### config.mk
export PLATFORM = sky130hd
export DESIGN_NAME = swrm_div
export DESIGN_NICKNAME = d
export VERILOG_FILES = /design/src/design/swrm_pkg.sv /design/src/design/swrm_div.sv
export SDC_FILE = /design/constraint.sdc
export NUM_CORES = 2
export LEC_CHECK = 0
export BUFFER_PORTS_ARGS = -buffer_cell sky130_fd_sc_hd__buf_2
export CORE_MARGIN = 2
export CORE_UTILIZATION = 37
export DETAILED_ROUTE_END_ITERATION = 10
export PLACE_DENSITY_LB_ADDON = 0.12
export SKIP_LAST_GASP = 1
export SYNTH_ARGS = -nofsm -noshare
export SYNTH_HDL_FRONTEND = slang
export SYNTH_SLANG_ARGS = --single-unit
### constraint.sdc
create_clock -name clk -period 18.2 [get_ports clk]
set_clock_uncertainty 0.15 [all_clocks]
set_input_delay 2.73 -clock clk [delete_from_list [all_inputs] [get_ports clk]]
set_output_delay 2.73 -clock clk [all_outputs]
set_load 0.05 [all_outputs]
### src/design/swrm_pkg.sv
// ----------------------------------------------------------------------------
// swrm_pkg
// Types and constants of the sliding window event rate meter.
// ----------------------------------------------------------------------------
`default_nettype none

package swrm_pkg;

    localparam int RING_DEPTH = 1024;
    localparam int RING_AW    = $clog2(RING_DEPTH);
    localparam int FILL_W     = RING_AW + 1;
    localparam int KEY_SLOTS  = 256;
    localparam int KEY_AW     = (KEY_SLOTS > 1) ? $clog2(KEY_SLOTS) : 1;

    // 60000 ms per minute times 256 for UQ16.8
    localparam logic [23:0] RATE_SCALE   = 24'd15360000;
    localparam logic [23:0] RATE_MAX     = 24'hFFFFFF;
    localparam logic [31:0] MS_PER_SEC   = 32'd1000;
    // floor(x / 1000) == (x * SEC_RECIP) >> 38 for any 32-bit x
    localparam logic [31:0] SEC_RECIP    = 32'd274877907;
    localparam logic [31:0] CNT_MAX      = 32'hFFFFFFFF;
    localparam logic [21:0] WINDOW_RESET = 22'd60000;
    localparam logic [15:0] REPEAT_RESET = 16'd100;

    typedef enum logic [2:0] {
        MODE_START     = 3'd0,
        MODE_STOP      = 3'd1,
        MODE_ACTION    = 3'd2,
        MODE_QUERY     = 3'd3,
        MODE_KEY_READ  = 3'd4
    } mode_t;

    typedef enum logic {
        CFG_WINDOW = 1'b0,
        CFG_REPEAT = 1'b1
    } cfg_idx_t;

    typedef enum logic [1:0] {
        DSEL_CUR  = 2'd0,
        DSEL_EFF  = 2'd1,
        DSEL_AVG  = 2'd2
    } div_sel_t;

    typedef enum logic [3:0] {
        ST_IDLE,
        ST_ACT_KEY,
        ST_EV_RD,
        ST_EV_CMP,
        ST_Q_SETUP,
        ST_DIV_GO,
        ST_DIV_WAIT,
        ST_KEY_RD,
        ST_OUT
    } state_t;

    typedef enum logic [2:0] {
        DIV_IDLE,
        DIV_MUL,
        DIV_CHK,
        DIV_RUN,
        DIV_DONE
    } div_state_t;

    typedef struct packed {
        logic        start;
        logic [31:0] mul_a;
        logic [23:0] mul_b;
        logic [31:0] divisor;
    } div_req_t;

endpackage

`default_nettype wire

### src/design/swrm_div.sv
// ----------------------------------------------------------------------------
// swrm_div
// Computes min(a * b / d, 0xFFFFFF), zero for d == 0, one quotient bit a cycle.
// ----------------------------------------------------------------------------
`default_nettype none

module swrm_div (
    input  wire logic             clk,
    input  wire logic             rst_n,
    input  wire swrm_pkg::div_req_t req,
    output logic                  done,
    output logic      [23:0]      quot
);

    import swrm_pkg::*;

    div_state_t  state_reg, state_next;
    logic [31:0] a_reg, d_reg;
    logic [23:0] b_reg;
    logic [55:0] prod_reg;
    logic [31:0] rem_reg;
    logic [23:0] low_reg;
    logic [23:0] q_reg;
    logic [4:0]  cnt_reg;
    logic [32:0] rem_sh;
    logic        ge;

    assign rem_sh = {rem_reg, low_reg[23]};
    assign ge     = rem_sh >= {1'b0, d_reg};
    assign quot   = q_reg;

    always_comb
    begin
        state_next = state_reg;
        unique case (state_reg)
            DIV_IDLE: if (req.start) state_next = DIV_MUL;
            DIV_MUL:  state_next = DIV_CHK;
            DIV_CHK:
            begin
                if (d_reg == 32'd0 || prod_reg[55:24] >= d_reg)
                    state_next = DIV_DONE;
                else
                    state_next = DIV_RUN;
            end
            DIV_RUN:  if (cnt_reg == 5'd0) state_next = DIV_DONE;
            DIV_DONE: state_next = DIV_IDLE;
            default:  state_next = DIV_IDLE;
        endcase
    end

    always_comb
    begin
        done = (state_reg == DIV_DONE);
    end

    always_ff @(posedge clk or negedge rst_n)
    begin
        if (!rst_n)
            state_reg <= DIV_IDLE;
        else
            state_reg <= state_next;
    end

    always_ff @(posedge clk)
    begin
        unique case (state_reg)
            DIV_IDLE:
            begin
                a_reg <= req.mul_a;
                b_reg <= req.mul_b;
                d_reg <= req.divisor;
            end
            DIV_MUL:
            begin
                prod_reg <= 56'(a_reg) * 56'(b_reg);
            end
            DIV_CHK:
            begin
                // quotient fits 24 bits iff top part is below the divisor
                rem_reg <= prod_reg[55:24];
                low_reg <= prod_reg[23:0];
                cnt_reg <= 5'd23;
                if (d_reg == 32'd0)
                    q_reg <= 24'd0;
                else
                    q_reg <= RATE_MAX;
            end
            DIV_RUN:
            begin
                rem_reg <= ge ? 32'(rem_sh - {1'b0, d_reg}) : rem_sh[31:0];
                low_reg <= {low_reg[22:0], 1'b0};
                q_reg   <= {q_reg[22:0], ge};
                cnt_reg <= cnt_reg - 5'd1;
            end
            DIV_DONE: ;
            default: ;
        endcase
    end

endmodule

`default_nettype wire

== After elaboration in Yosys (flattened, before gate mapping) ==
Index checks and enable logic that the tools add are counted.
Cells by class
  $add $sub $neg: 2
  multiply operators: 1
  $lt $le $gt $ge: 2
  eq/ne operators: 6
  multiplexer cells: 10
  reduce and logical (&&, ||, !) cells: 6
Operator list (number)
  case mux 24 bit (2 select lines): 2
  case mux 32 bit (2 select lines): 1
  multiplier 32 x 24 -> 56 bit: 1
  greater-or-equal comparator 33 x 32 -> 1 bit: 1
  greater-or-equal comparator 32 bit: 1
  logical NOT 32 bit: 1
  two-way mux 32 bit: 1
  subtractor 32 bit: 1
  two-way mux 24 bit: 1
  case mux 3 bit (4 select lines): 1
  case mux 5 bit (2 select lines): 1
  two-way mux 3 bit: 3
  equality test 3 x 2 -> 1 bit (second input constant): 2
  logical NOT 5 bit: 1
  subtractor 5 x 1 -> 5 bit (second input constant): 1
  != test 2 bit (second input constant): 2
  equality test 3 x 1 -> 1 bit (second input constant): 1
  equality test 3 bit (second input constant): 1
  logical NOT 3 bit: 1
  AND reduction 2 bit: 1
  nonzero test 2 bit: 1
  logical OR 1 bit: 1
Storage, ports and cells
  bits in registers: 232
  input port bits: 91
  logic and storage cells: 36

== Depth between registers and ports, before layout ==
  word-level depth: 4
  gate-level depth with buffers: 28
  depth with buffers taken out: 26

== Least setup slack after synthesis ==
No wires, ideal clock.
  path kind: register to register
  start point: reg state_reg[0]
  end point: reg a_reg[0] (enable)
  library setup time: 0.642 ns
  arrival: 6.456 ns
  required time: 17.408 ns
  path slack: 10.951 ns
  stages on the path, launching flop included: 3
  buffers on the path: 1
  period minus slack after synthesis: 7.249 ns
  cell sequence: dfrtp_1 -> clkbuf_1 -> nor3_1
On the way
  cells in the longest elaborated chain, start to end: 1
RTL lines
  start: declaration: RTL line swrm_div.sv:17  | div_state_t state_reg, state_next;
  start signal: assignment: RTL line swrm_div.sv:61  | state_reg <= state_next;
  logical NOT 3 bit: RTL line swrm_div.sv:66  | unique case (state_reg)
  end signal: assignment: RTL line swrm_div.sv:69  | a_reg <= req.mul_a;
  end: declaration: RTL line swrm_div.sv:18  | logic [31:0] a_reg, d_reg;
Every way passes these cells.
A chain may end at the register's enable or synchronous reset.

== Final worst setup path ==
  start point: reg a_reg[23]
  end point: reg prod_reg[48], data pin
On the way
  cells in the longest elaborated chain, start to end: 1
RTL lines
  multiplier 32 x 24 -> 56 bit: RTL line swrm_div.sv:75  | prod_reg <= 56'(a_reg) * 56'(b_reg);
  end signal: assignment: RTL line swrm_div.sv:75
  end: declaration: RTL line swrm_div.sv:20  | logic [55:0] prod_reg;
Every way passes these cells.

==> impl_results.md <==
* Endpoint of the most critical register-to-register path: prod_reg[48]$_DFFE_PP_
* Number of sinks on the clock net at 232
* Maximum number of pins on one net before global-route repair at 86
* Max Fclk at 0.124 GHz
* Number of buffers on the longest clock path at 3
* Slew Limit Fails at 0
* CORE AREA at 95,200 µm²
* First-pass GRT wire length at 157,000 µm
* Hold Vio Cnt, Final at 0
* CTS tree: done
* Horizontal die dimension at 314 µm
* Status: finished, final reports clean
* Worst-Margin Slew at 1200 ps
* Number of placement rows at 113
* Count of endpoints failing setup in the final report at 0
* Worst-skew pair later-pin latency at 660 ps
* Launch point of the worst path: a_reg[23]$_DFFE_PP_
* Largest register FFs at 56
* Die outline height at 314 µm
* Initial Utilization at 37.4%
* Kind of critical path: flip-flop to flip-flop
* CTS HTree Levels at 1
* Async set-or-reset flop fraction in the synthesized netlist at 1.29%
* Detailed Route Iter0 Violations at 1,374
* Capturing element type of the critical path: flip-flop
* Weighted congestion at the end of routability-driven global placement at 0.850
* Synthesized area at 35,500 µm²
* Number of max-capacitance violations reported at 0
* Multi-input gate area at 25,100 µm²
* Total of warnings raised by yosys at 0
* Net count of the mapped netlist at 4,650
* Worst r2r path cells at 24
* Number of instances resized during post-cts repair at 0
* Total negative slack for setup checks at 0 ps
* Die ar. at 98,600 µm²
* TritonRoute pass-1 iters at 7
* Top cell type's share of synthesized area at 37.1%
* Fillers at 9,494
* Final net count at 4,685
* Unrepaired setup endpoints after global routing: no
* Count of input and output buffers at 115
* Mean cell area of the mapped netlist at 9.73 µm²
* HPWL Detailed at 74,300 µm
* Worst reg-to-reg setup slack at 10,140 ps
* Master cell of the clock root buffer: sky130_fd_sc_hd__clkbuf_16
* Congestion Overflow GR at 0
* Launching element type of the critical path: flip-flop
* Worst-path fanout max at 24
* Number of distinct standard cells referenced by the synthesized netlist at 73
* Via count of the first global-routing pass at 26,239
* Required time of the critical path at 18,450 ps
* Final clock period utilization by the worst path at 44.3%
* Area overhead of the layout relative to synthesis at 8.29%
* Total length of routed wires at 99,000 µm
* Antenna violations before repair at 7
* Vias at 24,257
* Number of register bits inferred by synthesis at 232
* Min-delay src: low_reg[5]$_DFFE_PP_
* Arrival time at the worst endpoint at 8310 ps
* Post-CTS repair timing setup buffer count at 0
* Origin of the critical flop-to-flop path: a_reg[23]$_DFFE_PP_
* Top-count cell post-synth: sky130_fd_sc_hd__inv_1
* Via density at 4.87
* Largest cells by area after synthesis: sky130_fd_sc_hd__fa_1, sky130_fd_sc_hd__edfxtp_1, sky130_fd_sc_hd__ha_1
* Sequential-to-total area share from yosys stat at 19.6%
* Synth top cells by count: sky130_fd_sc_hd__inv_1, sky130_fd_sc_hd__fa_1, sky130_fd_sc_hd__nand2_1, sky130_fd_sc_hd__and2_1, sky130_fd_sc_hd__ha_1
* Number of hold-repair buffers added at the cts stage at 0
* Total area of sequential cells at 6950 µm²
* GRT Total Usage at 20.7%
* Library cell occupying the most area in the post-synthesis netlist: sky130_fd_sc_hd__fa_1
* Total CTS buffers at 31
* Clock-pin slew of the registers on the worst-case setup and hold paths at 60 ps
* Num ports at 116
* Average wire per standard cell at 19.9 µm
* Worst setup path end: prod_reg[48]$_DFFE_PP_
* Antenna-violating nets left at 0
* Fraction of final layout cells sized beyond drive strength 1 at 6.68%
* Most instantiated flip-flop cell in the synthesis netlist: sky130_fd_sc_hd__edfxtp_1
* Gate count after technology mapping at 3,653
* Max-slew headroom at 19.9%
* Min-delay worst type: flip-flop to flip-flop
* Time the final worst path needs with I/O delays and setup at 8060 ps
* Number of synthesized flops with an enable pin at 229
* Residual DRC at 0
-- placed cells by master, fill, tap and decap left out, types with 7 or more instances in the layout --
| master | n |
|---|---|
| sky130_fd_sc_hd__nor3_1 | 13 |
| sky130_fd_sc_hd__nand3_1 | 23 |
| sky130_fd_sc_hd__o21ai_0 | 80 |
| sky130_fd_sc_hd__nand2b_1 | 12 |
| sky130_fd_sc_hd__xor2_1 | 22 |
| sky130_fd_sc_hd__edfxtp_1 | 229 |
| sky130_fd_sc_hd__o21a_1 | 33 |
| sky130_fd_sc_hd__o21bai_1 | 12 |
| sky130_fd_sc_hd__o211ai_1 | 7 |
| sky130_fd_sc_hd__nand4_1 | 18 |
| sky130_fd_sc_hd__nand2_1 | 516 |
| sky130_fd_sc_hd__inv_1 | 773 |
| sky130_fd_sc_hd__mux2i_1 | 23 |
| sky130_fd_sc_hd__xnor2_1 | 55 |
| sky130_fd_sc_hd__buf_2 | 115 |
| sky130_fd_sc_hd__a21oi_1 | 97 |
| sky130_fd_sc_hd__a21o_1 | 53 |
| sky130_fd_sc_hd__ha_1 | 247 |
| sky130_fd_sc_hd__and3_1 | 9 |
| sky130_fd_sc_hd__a31oi_1 | 11 |
| sky130_fd_sc_hd__nor4_1 | 13 |
| sky130_fd_sc_hd__fa_1 | 659 |
| sky130_fd_sc_hd__buf_4 | 61 |
| sky130_fd_sc_hd__clkbuf_16 | 31 |
| sky130_fd_sc_hd__and2_1 | 416 |
| sky130_fd_sc_hd__nor2b_1 | 8 |
| sky130_fd_sc_hd__nor2_1 | 63 |
-- per-stage QoR --
| stage | setup slack (ps) | hold WS [ps] | cells | util, % | cell area (µm²) |
|---|---|---|---|---|---|
| global route | 9650 | 379 | 4977 | 40.4 | 38500 |
| global placement | 10210 | 339 | 4920 | 39.4 | 37500 |
| detailed placement | 10130 | 345 | 4920 | 39.4 | 37500 |
| CTS | 10110 | 360 | 4977 | 40.4 | 38500 |
| finish | 10140 | 357 | 4979 | 40.5 | 38500 |
| floorplan | 10950 | 328 | 3653 | - | 35500 |
-- worst max-delay path, stage by stage, from the launching register on --
cell and delay, ps:
sky130_fd_sc_hd__edfxtp_1 1150, sky130_fd_sc_hd__nand2_1 190, sky130_fd_sc_hd__fa_1 580, sky130_fd_sc_hd__inv_1 50, sky130_fd_sc_hd__fa_1 490, sky130_fd_sc_hd__inv_1 50, sky130_fd_sc_hd__fa_1 470, sky130_fd_sc_hd__inv_1 50
sky130_fd_sc_hd__fa_1 410, sky130_fd_sc_hd__fa_1 490, sky130_fd_sc_hd__inv_1 50, sky130_fd_sc_hd__fa_1 400, sky130_fd_sc_hd__inv_1 80, sky130_fd_sc_hd__fa_1 430, sky130_fd_sc_hd__ha_1 430, sky130_fd_sc_hd__a21o_1 220
sky130_fd_sc_hd__a21o_1 170, sky130_fd_sc_hd__a21oi_1 190, sky130_fd_sc_hd__o21ai_0 110, sky130_fd_sc_hd__a221oi_1 520, sky130_fd_sc_hd__a21oi_1 200, sky130_fd_sc_hd__a31o_2 290, sky130_fd_sc_hd__a221o_1 340, sky130_fd_sc_hd__a21oi_1 180
sky130_fd_sc_hd__xnor2_1 80
-- metal layers --
metal | global-route usage [%] | up-vias | share of wire [%]
met5 | 0 | - | 0.021
met4 | 3.82 | 4 | 1.8
met3 | 2.86 | 97 | 5.9
met2 | 30.8 | 560 | 42
met1 | 32.2 | 12362 | 50
li1 | - | 11234 | -
-- worst min-delay path by stage --
stage                                     endpoint  slack, ps  depth (start not counted)
after floorplan           state_reg[0]$_DFFE_PN0P_        330                          1
after global placement        low_reg[1]$_DFFE_PP_        340                          2
after detailed placement     low_reg[23]$_DFFE_PP_        350                          2
after CTS                     low_reg[1]$_DFFE_PP_        360                          2
after global routing          low_reg[6]$_DFFE_PP_        380                          2
final                         low_reg[6]$_DFFE_PP_        360                          2
-- logic make-up after synthesis --
group / after synthesis / synth area share (%)
AOI/OAI and AO/OA: 359 / 6.69
xor gates and xnor gates: 77 / 1.90
adders and majority gates: 906 / 45.8
buffers and inverters: 947 / 10.0
DFF: 232 / 19.6
muxes: 25 / 0.711
and+or+nand+nor: 1107 / 15.3
-- final cells by class --
| type | instances | area share, % |
|---|---|---|
| inverters | 773 | 7.54 |
| multi-input cells | 2474 | 65.1 |
| well taps | 1265 | 4.11 |
| clock inverters | 20 | 0.400 |
| flip-flops and latches | 232 | 18.1 |
| clock buffers | 37 | 2.07 |
| diodes | 2 | 0.0130 |
| repair buffers | 176 | 2.69 |
Power is not shown: default switching activity piles up to over one toggle a cycle in this logic, so the estimate is an artifact.
